### config.mk
export PLATFORM = sky130hd
export DESIGN_NAME = sd_spi_init_sequencer_core_flat
export DESIGN_NICKNAME = d
export VERILOG_FILES = /design/src/hw/rtl/sdi_pkg.sv /design/src/hw/rtl/sdi_if.sv /design/src/hw/rtl/sdi_cfg.sv /design/src/hw/rtl/sdi_in_reg.sv /design/src/hw/rtl/sdi_seq.sv /design/src/hw/rtl/sd_spi_init_sequencer_core.sv /design/src/flat_wrapper.sv
export SDC_FILE = /design/constraint.sdc
export NUM_CORES = 1
export LEC_CHECK = 0
export BUFFER_PORTS_ARGS = -buffer_cell sky130_fd_sc_hd__buf_4
export CAP_MARGIN = 10
export CORE_MARGIN = 4
export CORE_UTILIZATION = 65
export CTS_CLUSTER_SIZE = 28
export DETAILED_ROUTE_END_ITERATION = 6
export GPL_ROUTABILITY_DRIVEN = 0
export PLACE_DENSITY = 0.88
export SLEW_MARGIN = 20
export SYNTH_ARGS = -nofsm -noshare
export SYNTH_HDL_FRONTEND = slang
export SYNTH_SLANG_ARGS = --single-unit
### constraint.sdc
create_clock -name clk -period 6.2 [get_ports clk]
set_input_delay 1.24 -clock clk [delete_from_list [all_inputs] [get_ports clk]]
set_output_delay 1.24 -clock clk [all_outputs]
set_load 0.01 [all_outputs]
### src/hw/rtl/sdi_pkg.sv
// ----------------------------------------------------------------------------
// sdi_pkg
// Types, codes and the command frame table shared by the SD SPI-mode
// start-up sequencer.
// ----------------------------------------------------------------------------
package sdi_pkg;

  // Input operation codes
  typedef enum logic [1:0] {
    OP_START = 2'd0,
    OP_XFER  = 2'd1,
    OP_TICK  = 2'd2
  } sdi_op_t;

  // Sequencer phases
  typedef enum logic [3:0] {
    PH_IDLE   = 4'd0,
    PH_WAKE   = 4'd1,
    PH_CMD0   = 4'd2,
    PH_CMD8   = 4'd3,
    PH_R7     = 4'd4,
    PH_CMD55  = 4'd5,
    PH_ACMD41 = 4'd6,
    PH_CMD58  = 4'd7,
    PH_OCR    = 4'd8,
    PH_CMD13  = 4'd9,
    PH_R2     = 4'd10
  } sdi_phase_t;

  // End-of-sequence outcome codes
  typedef enum logic [2:0] {
    OUT_V1       = 3'd0,
    OUT_V2       = 3'd1,
    OUT_NO_CARD  = 3'd2,
    OUT_VOLTAGE  = 3'd3,
    OUT_TIMEOUT  = 3'd4
  } sdi_outcome_t;

  // Configuration register indexes
  localparam logic [1:0] CFG_V2_TIMEOUT = 2'd0;
  localparam logic [1:0] CFG_V1_TIMEOUT = 2'd1;
  localparam logic [1:0] CFG_POLL_LIMIT = 2'd2;

  localparam int unsigned CFG_DATA_W = 10;
  localparam int unsigned MS_W       = 10;

  // Byte position of the first response poll within a command frame
  localparam logic [3:0]      POLL_START  = 4'd7;
  localparam logic [MS_W-1:0] ELAPSED_MAX = 10'd1023;

  localparam logic [7:0] FILL_BYTE = 8'hFF;
  localparam logic [7:0] R1_IDLE   = 8'h01;
  localparam logic [7:0] R1_READY  = 8'h00;
  localparam logic [7:0] ECHO_VHS  = 8'h01;
  localparam logic [7:0] ECHO_PAT  = 8'hAA;

  typedef struct packed {
    logic [MS_W-1:0] v2_timeout;
    logic [MS_W-1:0] v1_timeout;
    logic [3:0]      poll_limit;
  } sdi_cfg_t;

  typedef struct packed {
    logic       valid;
    sdi_op_t    op;
    logic [7:0] rx;
  } sdi_item_t;

  // Byte k of the command frame for a phase: leading filler, command,
  // argument MSB first, CRC
  function automatic logic [7:0] frame_byte(sdi_phase_t ph, logic [3:0] k, logic v2);
    logic [5:0]  idx;
    logic [31:0] arg;
    logic [7:0]  crc;
    logic [7:0]  b;
    idx = 6'd13;
    arg = 32'h0;
    crc = 8'h01;
    case (ph)
      PH_CMD0: begin
        idx = 6'd0;
        crc = 8'h95;
      end
      PH_CMD8: begin
        idx = 6'd8;
        arg = 32'h0000_01AA;
        crc = 8'h87;
      end
      PH_CMD55: idx = 6'd55;
      PH_ACMD41: begin
        idx = 6'd41;
        arg = v2 ? 32'h4000_0000 : 32'h0;
      end
      PH_CMD58: idx = 6'd58;
      default: idx = 6'd13;
    endcase
    case (k)
      4'd0:    b = FILL_BYTE;
      4'd1:    b = 8'h40 | {2'b00, idx};
      4'd2:    b = arg[31:24];
      4'd3:    b = arg[23:16];
      4'd4:    b = arg[15:8];
      4'd5:    b = arg[7:0];
      default: b = crc;
    endcase
    return b;
  endfunction

endpackage

### src/hw/rtl/sdi_if.sv
// ----------------------------------------------------------------------------
// sdi_if
// Valid/ready channels of the sequencer: event words in, result words out.
// ----------------------------------------------------------------------------
interface sdi_in_if;
  logic       valid;
  logic       ready;
  logic [1:0] operation;
  logic [7:0] rx_byte;

  modport source (output valid, operation, rx_byte, input ready);
  modport sink   (input valid, operation, rx_byte, output ready);
endinterface

interface sdi_out_if;
  logic       valid;
  logic       ready;
  logic       tx_valid;
  logic [7:0] tx_byte;
  logic       chip_select;
  logic       done_res;
  logic [2:0] outcome;
  logic [7:0] last_response;

  modport source (output valid, tx_valid, tx_byte, chip_select, done_res, outcome,
                  last_response, input ready);
  modport sink   (input valid, tx_valid, tx_byte, chip_select, done_res, outcome,
                  last_response, output ready);
endinterface

### src/hw/rtl/sdi_cfg.sv
// ----------------------------------------------------------------------------
// sdi_cfg
// Configuration registers: ready timeouts and response poll limit.
// ----------------------------------------------------------------------------
module sdi_cfg (
  input  logic                             clk,
  input  logic                             rst,
  input  logic                             cfg_write,
  input  logic [1:0]                       cfg_index,
  input  logic [sdi_pkg::CFG_DATA_W-1:0]   cfg_data,
  output sdi_pkg::sdi_cfg_t                cfg
);
  import sdi_pkg::*;

  // Write the addressed register; unknown indexes are dropped
  always_ff @(posedge clk) begin
    if (rst) begin
      cfg.v2_timeout <= 10'd100;
      cfg.v1_timeout <= 10'd1000;
      cfg.poll_limit <= 4'd10;
    end else if (cfg_write) begin
      case (cfg_index)
        CFG_V2_TIMEOUT: cfg.v2_timeout <= cfg_data[MS_W-1:0];
        CFG_V1_TIMEOUT: cfg.v1_timeout <= cfg_data[MS_W-1:0];
        CFG_POLL_LIMIT: cfg.poll_limit <= cfg_data[3:0];
        default: ;
      endcase
    end
  end

endmodule

### src/hw/rtl/sdi_in_reg.sv
// ----------------------------------------------------------------------------
// sdi_in_reg
// Input register: holds one event word until the sequencer takes it.
// ----------------------------------------------------------------------------
module sdi_in_reg (
  input  logic               clk,
  input  logic               rst,
  sdi_in_if.sink             in_chan,
  input  logic               take,
  output sdi_pkg::sdi_item_t item
);
  import sdi_pkg::*;

  // Accept when empty or when the held word leaves this cycle
  assign in_chan.ready = !item.valid || take;

  always_ff @(posedge clk) begin
    if (rst) begin
      item.valid <= 1'b0;
    end else if (in_chan.ready) begin
      item.valid <= in_chan.valid;
    end
    if (in_chan.valid && in_chan.ready) begin
      item.op <= sdi_op_t'(in_chan.operation);
      item.rx <= in_chan.rx_byte;
    end
  end

endmodule

### src/hw/rtl/sdi_seq.sv
// ----------------------------------------------------------------------------
// sdi_seq
// Sequencer state and result register: one event word per cycle while the result register is free or drains.
// ----------------------------------------------------------------------------
module sdi_seq #(
  parameter int unsigned WAKE_BYTES = 10
) (
  input  logic               clk,
  input  logic               rst,
  input  sdi_pkg::sdi_item_t item,
  input  sdi_pkg::sdi_cfg_t  cfg,
  output logic               take,
  sdi_out_if.source          out_chan
);
  import sdi_pkg::*;

  typedef enum logic [2:0] {
    ACT_NONE,
    ACT_EMIT,
    ACT_START,
    ACT_TRAIL,
    ACT_LOOP,
    ACT_FINISH
  } act_t;

  sdi_phase_t      phase, phase_next;
  logic [3:0]      byte_count, byte_count_next;
  logic [3:0]      polls_left, polls_left_next;
  logic [MS_W-1:0] elapsed_ms, elapsed_ms_next;
  logic            card_is_v2, card_is_v2_next;
  logic [7:0]      echo_bytes [2];
  logic [7:0]      echo_next [2];
  logic [7:0]      response_byte, response_byte_next;

  act_t         act;
  sdi_phase_t   act_ph;
  logic [7:0]   act_tx;
  logic         act_cs;
  sdi_outcome_t act_code;
  logic [3:0]   bc_inc;
  logic [3:0]   trail_len;
  logic [MS_W-1:0] limit;
  logic         res_valid;
  logic         res_tx_valid;
  logic [7:0]   res_tx;
  logic         res_cs;
  logic         res_done;
  sdi_outcome_t res_outcome;

  // Take the held word when the result register is free or drains
  assign take = item.valid && (!out_chan.valid || out_chan.ready);

  always_comb begin
    phase_next         = phase;
    byte_count_next    = byte_count;
    polls_left_next    = polls_left;
    elapsed_ms_next    = elapsed_ms;
    card_is_v2_next    = card_is_v2;
    echo_next[0]       = echo_bytes[0];
    echo_next[1]       = echo_bytes[1];
    response_byte_next = response_byte;
    act      = ACT_NONE;
    act_ph   = PH_IDLE;
    act_tx   = FILL_BYTE;
    act_cs   = 1'b1;
    act_code = OUT_V1;
    bc_inc    = byte_count + 4'd1;
    trail_len = (phase == PH_R2) ? 4'd1 : 4'd4;

    // Decide the action for this word
    if (take) begin
      case (item.op)
        OP_START: begin
          card_is_v2_next    = 1'b0;
          polls_left_next    = 4'd0;
          byte_count_next    = 4'd0;
          response_byte_next = FILL_BYTE;
          phase_next         = PH_WAKE;
          elapsed_ms_next    = 10'd1;
          act    = ACT_EMIT;
          act_cs = 1'b0;
        end
        OP_TICK: begin
          if ((phase == PH_CMD55 || phase == PH_ACMD41) && elapsed_ms < ELAPSED_MAX) begin
            elapsed_ms_next = elapsed_ms + 10'd1;
          end
        end
        OP_XFER: begin
          case (phase)
            PH_IDLE: act = ACT_NONE;
            PH_WAKE: begin
              if (elapsed_ms < MS_W'(WAKE_BYTES)) begin
                elapsed_ms_next = elapsed_ms + 10'd1;
                act    = ACT_EMIT;
                act_cs = 1'b0;
              end else begin
                elapsed_ms_next = '0;
                act    = ACT_START;
                act_ph = PH_CMD0;
              end
            end
            PH_R7, PH_OCR, PH_R2: begin
              // Trailing response bytes; capture the CMD8 echo
              if (phase == PH_R7 && byte_count == 4'd2) echo_next[0] = item.rx;
              if (phase == PH_R7 && byte_count == 4'd3) echo_next[1] = item.rx;
              byte_count_next = bc_inc;
              if (bc_inc < trail_len) begin
                act = ACT_EMIT;
              end else if (phase == PH_R7) begin
                if (echo_next[0] != ECHO_VHS || echo_next[1] != ECHO_PAT) begin
                  act      = ACT_FINISH;
                  act_code = OUT_VOLTAGE;
                end else begin
                  card_is_v2_next = 1'b1;
                  elapsed_ms_next = '0;
                  act = ACT_LOOP;
                end
              end else if (phase == PH_OCR) begin
                act    = ACT_START;
                act_ph = PH_CMD13;
              end else begin
                act      = ACT_FINISH;
                act_code = card_is_v2 ? OUT_V2 : OUT_V1;
              end
            end
            default: begin
              if (byte_count < POLL_START) begin
                // Frame bytes
                byte_count_next = bc_inc;
                act    = ACT_EMIT;
                act_tx = frame_byte(phase, byte_count, card_is_v2);
              end else if (byte_count == POLL_START) begin
                byte_count_next = bc_inc;
                polls_left_next = (cfg.poll_limit != 4'd0) ? cfg.poll_limit : 4'd1;
                act = ACT_EMIT;
              end else begin
                // Poll for an R1 response
                response_byte_next = item.rx;
                if (item.rx[7] && polls_left > 4'd1) begin
                  polls_left_next = polls_left - 4'd1;
                  act = ACT_EMIT;
                end else begin
                  polls_left_next = 4'd0;
                  case (phase)
                    PH_CMD0: begin
                      if (item.rx == R1_IDLE) begin
                        act    = ACT_START;
                        act_ph = PH_CMD8;
                      end else begin
                        act      = ACT_FINISH;
                        act_code = OUT_NO_CARD;
                      end
                    end
                    PH_CMD8: begin
                      if (item.rx == R1_IDLE) begin
                        act    = ACT_TRAIL;
                        act_ph = PH_R7;
                      end else begin
                        card_is_v2_next = 1'b0;
                        elapsed_ms_next = '0;
                        act = ACT_LOOP;
                      end
                    end
                    PH_CMD55: begin
                      if (item.rx > R1_IDLE) begin
                        act = ACT_LOOP;
                      end else begin
                        act    = ACT_START;
                        act_ph = PH_ACMD41;
                      end
                    end
                    PH_ACMD41: begin
                      if (item.rx == R1_READY) begin
                        act    = ACT_START;
                        act_ph = PH_CMD58;
                      end else begin
                        act = ACT_LOOP;
                      end
                    end
                    PH_CMD58: begin
                      if (item.rx == R1_READY) begin
                        act    = ACT_TRAIL;
                        act_ph = PH_OCR;
                      end else begin
                        act    = ACT_START;
                        act_ph = PH_CMD13;
                      end
                    end
                    default: begin
                      if (item.rx == R1_READY) begin
                        act    = ACT_TRAIL;
                        act_ph = PH_R2;
                      end else begin
                        act      = ACT_FINISH;
                        act_code = card_is_v2 ? OUT_V2 : OUT_V1;
                      end
                    end
                  endcase
                end
              end
            end
          endcase
        end
        default: act = ACT_NONE;
      endcase
    end

    // Resolve a ready-loop pass: timeout check, then CMD55
    limit = card_is_v2_next ? cfg.v2_timeout : cfg.v1_timeout;
    if (act == ACT_LOOP) begin
      if (elapsed_ms_next >= limit) begin
        act      = ACT_FINISH;
        act_code = OUT_TIMEOUT;
      end else begin
        act    = ACT_START;
        act_ph = PH_CMD55;
      end
    end

    // Apply the action and form the result word
    res_valid    = 1'b0;
    res_tx_valid = 1'b1;
    res_tx       = act_tx;
    res_cs       = act_cs;
    res_done     = 1'b0;
    res_outcome  = OUT_V1;
    case (act)
      ACT_EMIT: res_valid = 1'b1;
      ACT_START: begin
        phase_next      = act_ph;
        byte_count_next = 4'd1;
        res_valid = 1'b1;
        res_tx    = FILL_BYTE;
        res_cs    = 1'b1;
      end
      ACT_TRAIL: begin
        phase_next      = act_ph;
        byte_count_next = 4'd0;
        res_valid = 1'b1;
        res_tx    = FILL_BYTE;
        res_cs    = 1'b1;
      end
      ACT_FINISH: begin
        phase_next      = PH_IDLE;
        byte_count_next = 4'd0;
        polls_left_next = 4'd0;
        res_valid    = 1'b1;
        res_tx_valid = 1'b0;
        res_tx       = 8'h00;
        res_cs       = 1'b0;
        res_done     = 1'b1;
        res_outcome  = act_code;
      end
      default: res_valid = 1'b0;
    endcase
  end

  // Hold state; load the result register, drop it once taken
  always_ff @(posedge clk) begin
    if (rst) begin
      phase          <= PH_IDLE;
      byte_count     <= 4'd0;
      polls_left     <= 4'd0;
      elapsed_ms     <= '0;
      card_is_v2     <= 1'b0;
      response_byte  <= FILL_BYTE;
      out_chan.valid <= 1'b0;
    end else begin
      phase         <= phase_next;
      byte_count    <= byte_count_next;
      polls_left    <= polls_left_next;
      elapsed_ms    <= elapsed_ms_next;
      card_is_v2    <= card_is_v2_next;
      response_byte <= response_byte_next;
      if (take && res_valid) begin
        out_chan.valid <= 1'b1;
      end else if (out_chan.ready) begin
        out_chan.valid <= 1'b0;
      end
    end
    echo_bytes[0] <= echo_next[0];
    echo_bytes[1] <= echo_next[1];
    if (take && res_valid) begin
      out_chan.tx_valid      <= res_tx_valid;
      out_chan.tx_byte       <= res_tx;
      out_chan.chip_select   <= res_cs;
      out_chan.done_res      <= res_done;
      out_chan.outcome       <= res_outcome;
      out_chan.last_response <= response_byte_next;
    end
  end

endmodule

### src/hw/rtl/sd_spi_init_sequencer_core.sv
// ----------------------------------------------------------------------------
// sd_spi_init_sequencer_core
// SD card SPI-mode start-up sequencer: wake bytes, CMD0, CMD8, the
// CMD55/ACMD41 ready loop, CMD58 and CMD13, one byte exchange at a time.
// ----------------------------------------------------------------------------
// Feed one event word per SPI byte exchange, per millisecond tick, or to
// start. Each word passes an input register and is then handled by the
// sequencer, whose answer (the next byte to shift out, or the final
// outcome with chip select dropped) lands in a result register. A new
// word is accepted every cycle as long as the result side keeps draining.
// Ticks and exchange words that need no answer produce no result word.
module sd_spi_init_sequencer_core #(
  parameter int unsigned WAKE_BYTES = 10
) (
  input  logic                           clk,
  input  logic                           rst,
  input  logic                           cfg_write,
  input  logic [1:0]                     cfg_index,
  input  logic [sdi_pkg::CFG_DATA_W-1:0] cfg_data,
  sdi_in_if.sink                         in_chan,
  sdi_out_if.source                      out_chan
);
  import sdi_pkg::*;

  sdi_cfg_t  cfg;
  sdi_item_t item;
  logic      take;

  sdi_cfg u_cfg (
    .clk       (clk),
    .rst       (rst),
    .cfg_write (cfg_write),
    .cfg_index (cfg_index),
    .cfg_data  (cfg_data),
    .cfg       (cfg)
  );

  sdi_in_reg u_in_reg (
    .clk     (clk),
    .rst     (rst),
    .in_chan (in_chan),
    .take    (take),
    .item    (item)
  );

  sdi_seq #(
    .WAKE_BYTES (WAKE_BYTES)
  ) u_seq (
    .clk      (clk),
    .rst      (rst),
    .item     (item),
    .cfg      (cfg),
    .take     (take),
    .out_chan (out_chan)
  );

endmodule
### src/flat_wrapper.sv
// flat-port wrapper written by rule: the top's interface ports become plain ports
module sd_spi_init_sequencer_core_flat import sdi_pkg::*;
#(
  parameter int unsigned WAKE_BYTES = 10
)
  (clk, rst, cfg_write, cfg_index, cfg_data, in_chan_valid, in_chan_operation, in_chan_rx_byte, in_chan_ready, out_chan_valid, out_chan_tx_valid, out_chan_tx_byte, out_chan_chip_select, out_chan_done_res, out_chan_outcome, out_chan_last_response, out_chan_ready);
  sdi_in_if in_chan_i ();
  sdi_out_if out_chan_i ();
  input  logic clk;
  input  logic rst;
  input  logic cfg_write;
  input  logic [1:0] cfg_index;
  input  logic [sdi_pkg::CFG_DATA_W-1:0] cfg_data;
  input wire logic [$bits(in_chan_i.valid)-1:0] in_chan_valid;
  input wire logic [$bits(in_chan_i.operation)-1:0] in_chan_operation;
  input wire logic [$bits(in_chan_i.rx_byte)-1:0] in_chan_rx_byte;
  output wire logic [$bits(in_chan_i.ready)-1:0] in_chan_ready;
  output wire logic [$bits(out_chan_i.valid)-1:0] out_chan_valid;
  output wire logic [$bits(out_chan_i.tx_valid)-1:0] out_chan_tx_valid;
  output wire logic [$bits(out_chan_i.tx_byte)-1:0] out_chan_tx_byte;
  output wire logic [$bits(out_chan_i.chip_select)-1:0] out_chan_chip_select;
  output wire logic [$bits(out_chan_i.done_res)-1:0] out_chan_done_res;
  output wire logic [$bits(out_chan_i.outcome)-1:0] out_chan_outcome;
  output wire logic [$bits(out_chan_i.last_response)-1:0] out_chan_last_response;
  input wire logic [$bits(out_chan_i.ready)-1:0] out_chan_ready;
  assign in_chan_i.valid = in_chan_valid;
  assign in_chan_i.operation = in_chan_operation;
  assign in_chan_i.rx_byte = in_chan_rx_byte;
  assign in_chan_ready = in_chan_i.ready;
  assign out_chan_valid = out_chan_i.valid;
  assign out_chan_tx_valid = out_chan_i.tx_valid;
  assign out_chan_tx_byte = out_chan_i.tx_byte;
  assign out_chan_chip_select = out_chan_i.chip_select;
  assign out_chan_done_res = out_chan_i.done_res;
  assign out_chan_outcome = out_chan_i.outcome;
  assign out_chan_last_response = out_chan_i.last_response;
  assign out_chan_i.ready = out_chan_ready;
  sd_spi_init_sequencer_core #(.WAKE_BYTES(WAKE_BYTES)) u_core (.clk(clk), .rst(rst), .cfg_write(cfg_write), .cfg_index(cfg_index), .cfg_data(cfg_data), .in_chan(in_chan_i), .out_chan(out_chan_i));
endmodule
**Yosys cells after proc, flatten, opt, wreduce, memory -nomap -nowiden**

Memory sizes are Yosys's and may differ from the RTL's.
Index checks and enable logic that the tools add are counted.
Widths: inputs -> output; s select.

- Bits of input ports: 27
- Memories: 1
- Memory bits (writable): 16
- Flip-flop bits (word level): 89

- $lt $le $gt $ge: 7
- $add $sub $neg: 3
- Equality and inequality tests: 31
- Muxes and demuxes: 132
- Reduce and logical (&&, ||, !) cells: 39

Memories:

| name | words | width | rd ports | clocked after memory_dff | wr ports | RTL line | RTL |
|---|---|---|---|---|---|---|---|
| u_core.u_seq.echo_bytes | 2 | 8 | 2 | 0 | 2 | sdi_seq.sv:31 | `logic [7:0] echo_bytes [2];` |

Operators with widths:

| cell | number |
|---|---|
| $mux 8 | 16 |
| $mux 10 | 12 |
| $mux 4 | 21 |
| $mux 3 | 24 |
| $pmux 31 s2 | 1 |
| $pmux 10 s3 | 2 |
| $mux 16 | 3 |
| $pmux 8 s2 | 3 |
| $pmux 8 s6 | 1 |
| $pmux 4 s2 | 5 |
| $mux 31 | 1 |
| $pmux 6 s5 | 1 |
| $eq 4x3->1 const B | 7 |
| $mux 1 | 23 |
| $pmux 4 s5 | 1 |
| $eq 4x2->1 const B | 4 |
| $mux 2 | 8 |
| $pmux 3 s5 | 1 |
| $pmux 3 s2 | 2 |
| $pmux 4 s3 | 1 |
| $add 10x1->10 const B | 1 |
| $ge 10x10->1 | 1 |
| $lt 10x10->1 const B | 1 |
| $lt 10x4->1 const B | 1 |
| other kinds (37) | 71 |

**Depth between registers and ports, before layout**

- Word-level depth: 23
- Mapped depth: 19
- Gate-level depth less buffers: 17

**By module**

A second synthesis with hierarchy kept.

- Cell total of the unflattened synthesis: 658
- Area total of the unflattened synthesis: 6109.6 um^2

By module, submodules not included:

| module | cells each | seq. area each (um^2) | area an instance (um^2) | instances |
|---|---|---|---|---|
| sdi_seq | 545 | 1781.7 | 4755.8 | 1 |
| sdi_cfg | 98 | 480.5 | 998.5 | 1 |
| sdi_in_reg | 15 | 320.3 | 355.3 | 1 |

**Worst setup path before layout**

OpenSTA, ideal clock, no wires.

- Path type: input to register
- Start point: in out_chan_ready
- End point: reg u_core.u_seq.out_chan.tx_byte[2] (data pin)
- Slack: 1.674 ns
- Arrival time: 4.374 ns
- Buffers on the path: 2
- Stages: 16
- Path through: nand2b_1 -> nand3_1 -> a31o_2 -> o41a_1 -> a21oi_1 -> buf_4 -> mux2i_1 -> ha_1 -> a21o_1 -> a2111oi_0 -> o21a_1 -> o21bai_1 -> a21oi_1 -> a21oi_4 -> buf_6 -> a31oi_1

- Longest elaborated chain between the ends: 10
- Elaborated cells on any way between the ends: 16

Ends and longest elaborated chain:

| item | RTL line | RTL |
|---|---|---|
| start: declaration | flat_wrapper.sv:25 | `input wire logic [$bits(out_chan_i.ready)-1:0] out_chan_ready;` |
| $logic_or 1x1->1 * | sdi_seq.sv:51 | `assign take = item.valid && (!out_chan.valid \|\| out_chan.ready);` |
| $logic_and 1x1->1 * | sdi_seq.sv:51 |  |
| $mux 1 | sdi_seq.sv:71 | `if (take) begin` |
| $mux 10 | sdi_seq.sv:209 | `limit = card_is_v2_next ? cfg.v2_timeout : cfg.v1_timeout;` |
| $ge 10x10->1 | sdi_seq.sv:211 | `if (elapsed_ms_next >= limit) begin` |
| $mux 3 | sdi_seq.sv:211 |  |
| $mux 3 | sdi_seq.sv:210 | `if (act == ACT_LOOP) begin` |
| $eq 3x2->1 | sdi_seq.sv:227 | `case (act)` |
| $reduce_or 2->1 (no line) | - |  |
| $pmux 8 s2 * | sdi_seq.sv:227 |  |
| via u_core.u_seq.res_tx[2] | sdi_seq.sv:45 | `logic [7:0] res_tx;` |
| end signal: assignment | sdi_seq.sv:285 | `out_chan.tx_byte <= res_tx;` |
| end: declaration | sdi_if.sv:25 | `modport source (output valid, tx_valid, tx_byte, chip_select, done_res, outcome,` |

Mark *: on every way through the listed nets, which the timed path passes. The rest lies on a longest branch.
A chain may end at the register's enable or synchronous reset.

**Worst setup path after layout**

- Start point: reg u_core.u_seq.phase[2]
- End point: reg u_core.u_seq.byte_count[0]

- Longest elaborated chain between the ends: 22
- Elaborated cells on any way between the ends: 79

Ends and longest elaborated chain:

| item | RTL line | RTL |
|---|---|---|
| start: declaration | sdi_seq.sv:26 | `sdi_phase_t phase, phase_next;` |
| start signal: assignment | sdi_seq.sv:269 | `phase <= phase_next;` |
| $eq 4x3->1 | - |  |
| $logic_and 1x1->1, on equally long branches | sdi_seq.sv:104, sdi_seq.sv:105 |  |
| $mux 8, on equally long branches | sdi_seq.sv:104, sdi_seq.sv:105 |  |
| $mux 8 | sdi_seq.sv:89 | `case (phase)` |
| $mux 8 | sdi_seq.sv:72 | `case (item.op)` |
| $mux 8 | sdi_seq.sv:71 |  |
| $ne 8x1->1 or $ne 8x8->1 (tied branches) | sdi_seq.sv:110 | `if (echo_next[0] != ECHO_VHS \|\| echo_next[1] != ECHO_PAT) begin` |
| $logic_or 1x1->1 | sdi_seq.sv:110 |  |
| [... 6 more ...] | - |  |
| $mux 10 | sdi_seq.sv:209 |  |
| $ge 10x10->1 | sdi_seq.sv:211 |  |
| $mux 3 | sdi_seq.sv:211 |  |
| $mux 3 | sdi_seq.sv:210 |  |
| $eq 3x3->1 or $eq 3x2->1 (tied branches) | sdi_seq.sv:227 |  |
| $reduce_or 2->1 (no line) | - |  |
| $ne 6x6->1 (no line) (tied with other cells) | - |  |
| $reduce_and 4->1 (no line) | - |  |
| end signal: assignment | sdi_seq.sv:270 | `byte_count <= byte_count_next;` |
| end: declaration | sdi_seq.sv:27 | `logic [3:0] byte_count, byte_count_next;` |

Several ways; a longest one is shown, not always the timed one. The select of a mux whose other input is x is not followed.

==> qor.yml <==
pwr:
  ir_drop_mv: 0.156
  p_seq_share_pct: 60.2
  pwr-share-comb_pct: 6.4
  intPower_w: 0.000920
  switching_power_w: 0.000326
  switching_share_pct: 26.1
  p_per_area_mw_per_mm2: 188
  pwr-share-clk_pct: 33.4
  leakage_nw: 2.20
synth:
  ys.flop_type: "dfxtp_1"
  syn_inst: 646
  syn-num-nets: 691
  avgSynthCellArea_um2: 9.36
  ys_seq_area_share_pct: 42.7
  synth.ff_latch_count: 105
  ys_types: 82
  yosys_warnings: 0
  async_flop_share_pct: 0
  synth-edff-count: 48
  mappedNetlistArea_mm2: 0.00604
global_routing:
  track_usage_pct: 28.2
  grt_start_max_net_pins: 31
  antenna_found_initial: 0
  globalRouteOverflowTotal: 0
  grt_pass1_wl_mm: 25.2
  grt_pass1_vias: 5176
timing:
  whs_ns: 0.466
  min_period_over_period_pct: 85.8
  setup_violations: 0
  timing.fmax_mhz: 188
  min_period_ns: 5.32
  rsz0062_at_grt: "false"
  drv_slew: 0
  slew_headroom_pct: 26.1
  tns_ns: 0
  hold_viol: 0
  skew_ns: 0.0178
  worst_pin_slew_ns: 1.09
clock_tree:
  cts_max_level: 3
  clk_path_buf_depth: 2
  cts_buffers: 9
  postCtsSetupRepairBufs: 0
  cts_resized: 0
  root_buffer: "clkbuf_8"
  cts_sinks: 105
  cts_tree: "yes"
  insertion_delay_ns: 0.38
  clk_pin_slew_ns: 0.10
  hold_buffers: 0
cells_and_area:
  finish.utilization_pct: 74.4
  area_growth_pct: 9.40
  n_fill_cell: 594
  layout.nets: 722
  finalNonFillerCells: 790
  drive_gt1_share_pct: 16.0
  antenna_cells: 0
worst_hold_path:
  hold_class: "reg2reg"
setup_path:
  worst-path-max-fanout: 21
  critPathArrivalTime_ns: 5.62
  end_kind: "flop"
  crit_path_top_delay_cell: "dfxtp_1"
  startpoint_type: "flop"
  setup.reg_to_reg.worst_slack_ns: 0.88
  worstPathCellList: "nor4b_4 > nand3_2 > mux2i_4 > o41a_1 > a21oi_1 > buf_4 > mux2i_1 > ha_1 > a21o_1 > a2111oi_0 > o21a_1 > o21bai_1 > a2111oi_0 > o21ai_0 > a21oi_1"
  required_ns: 6.50
  max_stage_delay_ns: 0.82
  criticalPathCategory: "reg2reg"
floorplanning:
  pin_count: 51
  rows: 34
  core_area_mm2: 0.00889
  die_h_um: 104
  die_w_um: 104
  initial_utilization_pct: 68.0
  die-area_mm2: 0.0109
detailed_routing:
  drc: 11
  drt-pass1-iter-count: 7
  ant_nets: 0
  avgRoutedWirePerCell_um: 19.7
  routed_via_density: 6.87
  drt_iter0_drc: 541
  vias: 5430
  wirelength_mm: 15.6
flow_run:
  cap_viol_max_count: 0
run_status:
  status: "complete, but fails checks"
  violations: "DRC"
placed_design:
  place_hpwl_mm: 11.1
  io_buffers: 50
  place_inst: 774
## cell families (layout without fill, tap and decap cells)
group                      count (synthesis)  count (layout)  synth area share [%]
and+or+nand+nor                          262             262                  22.4
adders and majority gates                 18              18                  3.73
AOI/OAI and AO/OA                        166             166                  19.1
DFF                                      105             105                  42.7
buffers and inverters                     49              85                  3.62
xor gates and xnor gates                   4               4                 0.580
muxes                                     42              42                  7.82
## through the flow
| step | instance area [µm²] | setup WS [ns] | total power, W |
|---|---|---|---|
| after floorplan | 6040 | 1.67 | 0.000809 |
| after global placement | 6420 | 1.30 | 0.000838 |
| after detailed placement | 6420 | 1.03 | 0.000842 |
| after CTS | 6610 | 1.08 | 0.00124 |
| after global routing | 6610 | 0.724 | 0.00128 |
| final | 6610 | 0.879 | 0.00125 |
## layer usage
metal	up-vias	GRT usage [%]	part of all wire, %
met1	2559	37.4	41
met5	-	0	0
met2	347	46.1	47
met3	66	4.72	9.7
met4	0	10.5	2.9
li1	2458	-	-
## final cells by class
type | count | area (µm²) | share of cell area [%]
Multi-Input combinational cell | 492 | 3250 | 49.2
Sequential cell | 105 | 2580 | 39.1
Timing Repair Buffer | 52 | 390 | 5.90
Tap cell | 108 | 135 | 2.04
Clock buffer | 10 | 128 | 1.93
Inverter | 17 | 63.8 | 0.965
Clock inverter | 6 | 60.1 | 0.908
## cell usage in the layout, fill, tap and decap left out, types with 6 or more instances in the layout
master    count
clkbuf_8      9
dfxtp_1      57
nand3_1      37
nor2_1       40
nor3_1       16
a31oi_1      18
o21ai_0      21
mux2_2       18
and3_1        9
nand2b_1      8
nor2b_1       8
edfxtp_1     48
a21oi_1      56
a21o_1        6
buf_4        52
inv_1        17
and2_1       19
mux2i_1      21
ha_1         18
nand2_1      85
## synth_stat cells, types with 17 or more instances
library cell  instances  share of area, %
inv_1                17               1.1
a31oi_1              18               1.9
ha_1                 18               3.7
nor2_1               40               2.5
mux2_2               18               3.4
and2_1               19               2.0
nand3_1              37               3.1
mux2i_1              21               3.5
o21ai_0              21               1.7
nand2_1              85               5.3
a21oi_1              56               4.6
clkbuf_1             22               1.4
dfxtp_1              57                19
edfxtp_1             48                24
## worst paths after layout
path,cells after the start,to,from
max,15,u_core.u_seq.byte_count[0],u_core.u_seq.phase[2]
min,2,u_core.u_cfg.cfg[14],u_core.u_cfg.cfg[14]
max reg2reg,15,u_core.u_seq.byte_count[0],u_core.u_seq.phase[2]
min reg2reg,2,u_core.u_cfg.cfg[14],u_core.u_cfg.cfg[14]
## power by group through the flow
stage                     Clock [W]  Combinational [W]  Sequential, W
after detailed placement          0          0.0000780       0.000764
after floorplan                   0          0.0000538       0.000755
after CTS                  0.000418          0.0000784       0.000748
final                      0.000416          0.0000798       0.000749
after global placement            0          0.0000740       0.000764
after global routing       0.000445          0.0000875       0.000751
## sequential cells by signal (all words and copies together), names as in the netlist, 8 cells and up
register                             cells
u_core.u_seq.elapsed_ms                 10
u_core.u_cfg.cfg                        24
u_core.u_seq.out_chan.tx_byte            8
u_core.u_seq.out_chan.last_response      8
u_core.u_seq.echo_bytes                 16
u_core.u_seq.response_byte               8
u_core.u_in_reg.item                    11
## critical path, delay by kind of cell, from the launching register on
family / cells / cell delay, ns
adders and majority gates: 1 / 0.29
DFF: 1 / 0.82
muxes: 2 / 0.58
and+or+nand+nor: 2 / 0.78
AOI/OAI and AO/OA: 9 / 2.50
buffers and inverters: 1 / 0.25
Power figures use the tool's default switching activity.
